===== src/utf8_stream_decoder_assert.svh =====
// Assertion macros shared by the decoder RTL.
`ifndef UTF8_STREAM_DECODER_ASSERT_SVH
`define UTF8_STREAM_DECODER_ASSERT_SVH

// Same-cycle implication, clocked on clk, off during reset.
`define USD_ASSERT_NOW(label, ante, cons, msg) \
    label: assert property (@(posedge clk) disable iff (!rst_n) (ante) |-> (cons)) \
        else $error(msg);

// Next-cycle implication, clocked on clk, off during reset.
`define USD_ASSERT_NEXT(label, ante, cons, msg) \
    label: assert property (@(posedge clk) disable iff (!rst_n) (ante) |=> (cons)) \
        else $error(msg);

`endif


===== src/usd_pkg.sv =====
// Types, constants and helper functions for the UTF-8 stream decoder.
package usd_pkg;

    localparam int MAX_SEQUENCE_BYTES = 6;

    localparam logic [2:0] ST_CHAR     = 3'd0;
    localparam logic [2:0] ST_BAD_HEAD = 3'd1;
    localparam logic [2:0] ST_BAD_TAIL = 3'd2;
    localparam logic [2:0] ST_OVERLONG = 3'd3;
    localparam logic [2:0] ST_END      = 3'd4;
    localparam logic [2:0] ST_TRUNC    = 3'd5;

    typedef struct packed {
        logic [7:0] data_byte;
        logic       end_mark;
    } usd_in_t;

    typedef struct packed {
        logic [30:0] code_point;
        logic [2:0]  status;
    } usd_out_t;

    typedef struct packed {
        logic     has_result;
        usd_out_t result;
    } usd_step_t;

    function automatic logic [3:0] lead_ones(input logic [7:0] b);
        logic [3:0] n;
        casez (b)
            8'b0???????: n = 4'd0;
            8'b10??????: n = 4'd1;
            8'b110?????: n = 4'd2;
            8'b1110????: n = 4'd3;
            8'b11110???: n = 4'd4;
            8'b111110??: n = 4'd5;
            8'b1111110?: n = 4'd6;
            8'b11111110: n = 4'd7;
            default:     n = 4'd8;
        endcase
        return n;
    endfunction

    function automatic logic [2:0] shortest_len(input logic [30:0] v);
        logic [2:0] n;
        if (v < 31'h80)            n = 3'd1;
        else if (v < 31'h800)      n = 3'd2;
        else if (v < 31'h10000)    n = 3'd3;
        else if (v < 31'h200000)   n = 3'd4;
        else if (v < 31'h4000000)  n = 3'd5;
        else                       n = 3'd6;
        return n;
    endfunction

endpackage


===== src/usd_in_reg.sv =====
// Input register: holds one byte transaction until the decoder consumes it.
module usd_in_reg (
    input  logic             clk,
    input  logic             rst_n,
    input  logic             byte_valid,
    output logic             byte_stall,
    input  usd_pkg::usd_in_t byte_item,
    input  logic             advance,
    output logic             hold_valid,
    output usd_pkg::usd_in_t hold_item
);
    import usd_pkg::*;

    logic    hold_valid_reg;
    logic    hold_valid_next;
    usd_in_t hold_item_reg;

    assign byte_stall      = hold_valid_reg && !advance;
    assign hold_valid_next = byte_stall ? hold_valid_reg : byte_valid;

    always_ff @(posedge clk or negedge rst_n)
    begin
        if (!rst_n)
        begin
            hold_valid_reg <= 1'b0;
        end
        else
        begin
            hold_valid_reg <= hold_valid_next;
        end
    end

    always_ff @(posedge clk)
    begin
        if (!byte_stall && byte_valid)
        begin
            hold_item_reg <= byte_item;
        end
    end

    assign hold_valid = hold_valid_reg;
    assign hold_item  = hold_item_reg;

endmodule


===== src/usd_decode.sv =====
// Sequence state and single-pass decode of one byte into an optional result.
module usd_decode (
    input  logic               clk,
    input  logic               rst_n,
    input  logic               fire,
    input  usd_pkg::usd_in_t   item,
    output usd_pkg::usd_step_t step
);
    import usd_pkg::*;

    logic [30:0] partial_reg, partial_next;
    logic [2:0]  tails_reg, tails_next;
    logic [2:0]  seq_len_reg, seq_len_next;

    logic [3:0]  lead;
    logic [30:0] shifted;

    assign lead    = lead_ones(item.data_byte);
    assign shifted = {partial_reg[24:0], item.data_byte[5:0]};

    always_comb
    begin
        partial_next = partial_reg;
        tails_next   = tails_reg;
        seq_len_next = seq_len_reg;
        step         = '0;
        if (tails_reg == 3'd0)
        begin
            priority if (item.end_mark)
            begin
                step.has_result    = 1'b1;
                step.result.status = ST_END;
            end
            else if (lead == 4'd0)
            begin
                step.has_result        = 1'b1;
                step.result.code_point = {23'd0, item.data_byte};
                step.result.status     = ST_CHAR;
            end
            else if (lead < 4'd2 || lead > 4'(MAX_SEQUENCE_BYTES))
            begin
                step.has_result    = 1'b1;
                step.result.status = ST_BAD_HEAD;
            end
            else
            begin
                partial_next = {23'd0, item.data_byte & (8'hFF >> lead)};
                seq_len_next = lead[2:0];
                tails_next   = lead[2:0] - 3'd1;
            end
        end
        else
        begin
            priority if (item.end_mark)
            begin
                partial_next       = '0;
                tails_next         = 3'd0;
                seq_len_next       = 3'd0;
                step.has_result    = 1'b1;
                step.result.status = ST_TRUNC;
            end
            else if (item.data_byte[7:6] != 2'b10)
            begin
                partial_next       = '0;
                tails_next         = 3'd0;
                seq_len_next       = 3'd0;
                step.has_result    = 1'b1;
                step.result.status = ST_BAD_TAIL;
            end
            else if (tails_reg != 3'd1)
            begin
                partial_next = shifted;
                tails_next   = tails_reg - 3'd1;
            end
            else
            begin
                partial_next    = '0;
                tails_next      = 3'd0;
                seq_len_next    = 3'd0;
                step.has_result = 1'b1;
                if (shortest_len(shifted) != seq_len_reg)
                begin
                    step.result.status = ST_OVERLONG;
                end
                else
                begin
                    step.result.code_point = shifted;
                    step.result.status     = ST_CHAR;
                end
            end
        end
    end

    always_ff @(posedge clk or negedge rst_n)
    begin
        if (!rst_n)
        begin
            partial_reg <= '0;
            tails_reg   <= 3'd0;
            seq_len_reg <= 3'd0;
        end
        else if (fire)
        begin
            partial_reg <= partial_next;
            tails_reg   <= tails_next;
            seq_len_reg <= seq_len_next;
        end
    end

endmodule


===== src/usd_out_reg.sv =====
// Result register: holds one result transaction while the receiver stalls.
module usd_out_reg (
    input  logic               clk,
    input  logic               rst_n,
    input  logic               fire,
    input  usd_pkg::usd_step_t step,
    output logic               out_ready,
    output logic               char_valid,
    input  logic               char_stall,
    output usd_pkg::usd_out_t  char_item
);
    import usd_pkg::*;

    logic     valid_reg;
    logic     valid_next;
    usd_out_t item_reg;

    assign out_ready  = !valid_reg || !char_stall;
    assign valid_next = out_ready ? (fire && step.has_result) : valid_reg;

    always_ff @(posedge clk or negedge rst_n)
    begin
        if (!rst_n)
        begin
            valid_reg <= 1'b0;
        end
        else
        begin
            valid_reg <= valid_next;
        end
    end

    always_ff @(posedge clk)
    begin
        if (out_ready && fire && step.has_result)
        begin
            item_reg <= step.result;
        end
    end

    assign char_valid = valid_reg;
    assign char_item  = item_reg;

endmodule


===== src/utf8_stream_decoder.sv =====
// Top level of the UTF-8 (six-byte form) stream decoder.
// Usage:
//   Byte channel (byte_valid/byte_stall/byte_item): one transaction per raw
//   byte, or an end mark with end_mark set. Accepted when valid and not stall.
//   Result channel (char_valid/char_stall/char_item): code point and status.
//   A one-byte character, a completed sequence, every error and the end mark
//   each give one result; head and middle bytes of a sequence give none.
// Data path: a byte is taken into the input register, decoded in one pass and
//   its result is loaded into the result register once that register is free.
// Throughput: one byte per cycle while char_stall does not hold a waiting
//   result; the decode between the input register and the result register is
//   combinational, and the sequence state updates once per byte.
// Stall: while char_stall holds a waiting result, one more byte is still
//   taken into the input register; byte_stall rises only when the input
//   register and the result register are both full and char_stall is high.
// Reset: rst_n clears all valid flags and returns the decoder to idle with
//   no partial sequence.
`include "utf8_stream_decoder_assert.svh"

module utf8_stream_decoder (
    input  logic              clk,
    input  logic              rst_n,
    input  logic              byte_valid,
    output logic              byte_stall,
    input  usd_pkg::usd_in_t  byte_item,
    output logic              char_valid,
    input  logic              char_stall,
    output usd_pkg::usd_out_t char_item
);
    import usd_pkg::*;

    logic      hold_valid;
    usd_in_t   hold_item;
    logic      out_ready;
    logic      fire;
    usd_step_t step;

    assign fire = hold_valid && out_ready;

    usd_in_reg u_in_reg (
        .clk        (clk),
        .rst_n      (rst_n),
        .byte_valid (byte_valid),
        .byte_stall (byte_stall),
        .byte_item  (byte_item),
        .advance    (out_ready),
        .hold_valid (hold_valid),
        .hold_item  (hold_item)
    );

    usd_decode u_decode (
        .clk   (clk),
        .rst_n (rst_n),
        .fire  (fire),
        .item  (hold_item),
        .step  (step)
    );

    usd_out_reg u_out_reg (
        .clk        (clk),
        .rst_n      (rst_n),
        .fire       (fire),
        .step       (step),
        .out_ready  (out_ready),
        .char_valid (char_valid),
        .char_stall (char_stall),
        .char_item  (char_item)
    );

    `USD_ASSERT_NOW(a_zero_on_error, char_valid && char_item.status != ST_CHAR,
        char_item.code_point == 31'd0, "code point not zero on error status")
    `USD_ASSERT_NOW(a_status_range, char_valid,
        char_item.status <= ST_TRUNC, "status code out of range")
    `USD_ASSERT_NOW(a_stall_needs_full, byte_stall,
        hold_valid && char_valid, "byte stall without both registers full")
    `USD_ASSERT_NEXT(a_result_source, !char_valid && !fire,
        !char_valid, "result appeared without a decoded transaction")

endmodule

===== config.mk =====
export PLATFORM = sky130hd
export DESIGN_NAME = utf8_stream_decoder
export DESIGN_NICKNAME = d
export VERILOG_FILES = /design/src/usd_pkg.sv /design/src/usd_in_reg.sv /design/src/usd_decode.sv /design/src/usd_out_reg.sv /design/src/utf8_stream_decoder.sv
export VERILOG_INCLUDE_DIRS = /design/src /design/src/src
export SDC_FILE = /design/constraint.sdc
export NUM_CORES = 1
export LEC_CHECK = 0
export ABC_AREA = 1
export ABC_CLOCK_PERIOD_IN_PS = 11800
export BUFFER_PORTS_ARGS = -buffer_cell sky130_fd_sc_hd__clkbuf_2
export CORE_MARGIN = 4
export CORE_UTILIZATION = 50
export DETAILED_ROUTE_END_ITERATION = 6
export HOLD_SLACK_MARGIN = 0.03
export PLACE_DENSITY = 0.71
export SLEW_MARGIN = 20
export SYNTH_ARGS = -nofsm -noshare
export SYNTH_HDL_FRONTEND = slang
export SYNTH_SLANG_ARGS = --single-unit

===== constraint.sdc =====
create_clock -name clk -period 11.8 [get_ports clk]
set_input_delay 0 -clock clk [delete_from_list [all_inputs] [get_ports clk]]
set_output_delay 0 -clock clk [all_outputs]
set_load 0.05 [all_outputs]

==> impl_metrics.sql <==
INSERT INTO impl_metrics (metric_group, metric, value, unit) VALUES
('cells_and_area', 'filler_cell_count', '581', ''),
('worst_setup_path', 'crit_buf_inv', '4', ''),
('status', 'status', 'completed', ''),
('worst_setup_path', 'worstPathArrival', '2850', 'ps'),
('cells_and_area', 'syn_to_final_growth', '18.1', '%'),
('yosys', 'ys_seq_elements', '76', ''),
('power_and_ir_drop', 'p_clk_share', '20.6', '%'),
('die', 'boundaryPins', '49', ''),
('worst_setup_path', 'critical_path.reg2reg.startpoint', 'u_in_reg.hold_item[8]$_DFFE_PP_', ''),
('yosys', 'synthesis.area_per_instance', '9.86', 'um^2'),
('power_and_ir_drop', 'netSwitchingFraction', '43.2', '%'),
('clock_network', 'htree_levels', '3', ''),
('die', 'start_util', '51.4', '%'),
('worst_setup_path', 'path_delay_family', 'compound AO/OA/AOI/OAI gates', ''),
('clock_network', 'total_cts_buffers', '9', ''),
('worst_setup_path', 'timing.critical_path.slowest_cell_delay', '520', 'ps'),
('min_path', 'worst_hold_path_type', 'in2async', ''),
('drt', 'via_count', '2577', ''),
('yosys', 'mappedNetlistArea', '3470', 'um^2'),
('power_and_ir_drop', 'power_leakage', '1.84', 'nW'),
('clock_network', 'cts_resized', '0', ''),
('clock_network', 'clock_pin_transition_on_the_worst_setup_and_hold_timing_paths', '80', 'ps'),
('timing', 'report.final.setup_viol', '0', ''),
('worst_setup_path', 'worst-r2r-cell-count', '11', ''),
('global_routing', 'antenna_found_initial', '0', ''),
('yosys', 'synth_sequential_area_ratio', '61.0', '%'),
('power_and_ir_drop', 'seq_power_share', '39.6', '%'),
('drt', 'postRouteWirelength', '6830', 'um'),
('worst_setup_path', 'critPathSlowestCell', 'sky130_fd_sc_hd__a31oi_4', ''),
('timing', 'slew_headroom', '44.8', '%'),
('die', 'fp-row-count', '30', ''),
('cells_and_area', 'largest_register_ffs', '34', ''),
('power_and_ir_drop', 'p_comb_share', '39.8', '%'),
('cells_and_area', 'nNetsFinal', '436', ''),
('yosys', 'post-synth-top-area-fraction', '37.2', '%'),
('yosys', 'synth.largest_area_cell', 'sky130_fd_sc_hd__edfxtp_1', ''),
('clock_network', 'clock_insertion_delay_worst_skew', '360', 'ps'),
('timing', 'worst-slew-pin-transition', '828', 'ps'),
('clock_network', 'cts_post_setup_buffers_inserted', '0', ''),
('die', 'floorplan.die.height', '91.3', 'um'),
('timing', 'worst_skew', '10.1', 'ps'),
('die', 'die-area', '8340', 'um^2'),
('power_and_ir_drop', 'intPower', '0.540', 'mW'),
('yosys', 'synthesis.yosys.warnings', '0', ''),
('drt', 'firstDrtPassIters', '4', ''),
('clock_network', 'clock_tree.buffer_depth', '2', ''),
('clock_network', 'clock_tree.root_cell', 'sky130_fd_sc_hd__clkbuf_8', ''),
('cells_and_area', 'share_of_layout_cells_above_drive_strength_1', '18.5', '%'),
('worst_setup_path', 'crit_type', 'reg2reg', ''),
('yosys', 'syn-num-nets', '372', ''),
('placed_design', 'dp_hpwl', '4580', 'um'),
('drt', 'drtAntennaViolNets', '0', ''),
('power_and_ir_drop', 'power.density_cell_area', '232', 'nW/um^2'),
('timing', 'worst_hold_slack', '269', 'ps'),
('timing', 'rsz0062_at_grt', 'no', ''),
('drt', 'dr.first_iter.drc_count', '115', ''),
('timing', 'setup-tns-final', '0', 'ps'),
('global_routing', 'first_global_vias', '2517', ''),
('cells_and_area', 'insertedDiodeCount', '0', ''),
('drt', 'vias_per_cell', '5.14', ''),
('drt', 'post-route-drc-count', '0', ''),
('power_and_ir_drop', 'net-switching-power', '0.411', 'mW'),
('worst_setup_path', 'worst-r2r-setup-slack', '9020', 'ps'),
('timing', 'timing.final.hold_violations', '0', ''),
('clock_network', 'cts_tree', 'yes', ''),
('timing', 'postLayoutSetupSlackWorst', '9020', 'ps'),
('worst_setup_path', 'end_kind', 'flop', ''),
('timing', 'final-max-slew-violation-count', '0', ''),
('global_routing', 'grtUsageTotal', '17.6', '%'),
('worst_setup_path', 'critical_path.cell_chain', 'nand2_2, inv_1, a31oi_1, nand3_1, inv_1, ha_1, inv_1, nor2_1, o21ai_2, a31oi_4, buf_16', ''),
('worst_setup_path', 'required_time_of_the_critical_path', '11860', 'ps');
[cell usage after synthesis (all sizes together)]
cell,count
buf,8
o32ai,2
o211ai,1
dfrtp,33
edfxtp,43
clkbuf,2
o31ai,4
o21ai,34
nor3,2
o22ai,4
a22oi,1
a31oi,2
nand4,2
ha,7
a21oi,6
nor2,58
nand3,31
inv,57
xnor2,1
nand2b,1
nand2,53
[area by class of cell]
type	instances	area (um^2)	share of cell area, %
flip-flops and latches	76	2120	51.6
multi-input cells	209	1070	26.1
repair buffers	63	405	9.89
inverters	57	216	5.28
clock buffers	10	128	3.11
well taps	80	100	2.44
clock inverters	6	63.8	1.56
[metal layers]
metal	vias up	GRT usage, %	routed length (um)
met5	-	0	0
met4	0	10.1	221
met3	24	3.40	352
met2	84	29.6	3350
met1	1185	21.2	2910
li1	1284	-	-
[cells by family after synthesis]
logic type                 count (synthesis)  synth area share (%)
xor gates and xnor gates                   1                 0.252
buffers and inverters                     67                  8.65
adders and majority gates                  7                  2.52
DFF                                       76                  61.0
AOI/OAI and AO/OA                         54                  9.01
and+or+nand+nor                          147                  18.6
[cells in the final DEF (no fill, tap or decap), types with 13 or more instances in the layout]
cell	Yosys	routed
sky130_fd_sc_hd__clkbuf_2	0	48
sky130_fd_sc_hd__dfrtp_1	33	33
sky130_fd_sc_hd__dlygate4sd3_1	0	13
sky130_fd_sc_hd__edfxtp_1	43	43
sky130_fd_sc_hd__inv_1	56	56
sky130_fd_sc_hd__nand2_1	49	49
sky130_fd_sc_hd__nand3_1	30	30
sky130_fd_sc_hd__nor2_1	56	56
sky130_fd_sc_hd__o21ai_0	17	17
sky130_fd_sc_hd__o21ai_1	15	15
[metrics by stage]
| stage | instances | area (um^2) | power [mW] | utilization (%) |
|---|---|---|---|---|
| after global routing | 501 | 4100 | 1.01 | 60.7 |
| after detailed placement | 471 | 3750 | 0.751 | 55.5 |
| after CTS | 500 | 4070 | 0.948 | 60.3 |
| final | 501 | 4100 | 0.951 | 60.7 |
| after floorplan | 352 | 3470 | 0.679 | - |
| after global placement | 471 | 3750 | 0.745 | 55.5 |
[power groups by stage]
stage	Clock [mW]	Combinational (mW)	Sequential [mW]
CTS	0.197	0.373	0.379
global placement	0	0.363	0.382
finish	0.196	0.378	0.377
floorplan	0	0.183	0.497
global route	0.209	0.413	0.384
detailed placement	0	0.367	0.384
[worst max-delay path by stage]
stage	startpoint	endpoint	slack [ps]	depth (start not counted)
final	u_in_reg.hold_item[8]$_DFFE_PP_	u_out_reg.char_item[24]$_SDFFCE_PP0P_	9020	11
after global routing	u_in_reg.hold_item[8]$_DFFE_PP_	u_out_reg.char_item[24]$_SDFFCE_PP0P_	8760	11
after CTS	u_in_reg.hold_item[8]$_DFFE_PP_	u_out_reg.char_item[24]$_SDFFCE_PP0P_	8710	10
after detailed placement	u_in_reg.hold_item[8]$_DFFE_PP_	u_out_reg.char_item[19]$_SDFFCE_PP0P_	8740	10
after global placement	u_in_reg.hold_item[8]$_DFFE_PP_	u_out_reg.char_item[22]$_SDFFCE_PP0P_	8850	10
after floorplan	u_in_reg.hold_item[8]$_DFFE_PP_	u_out_reg.char_item[0]$_DFFE_PP_	8100	10
(Power assumes the default switching activity.)
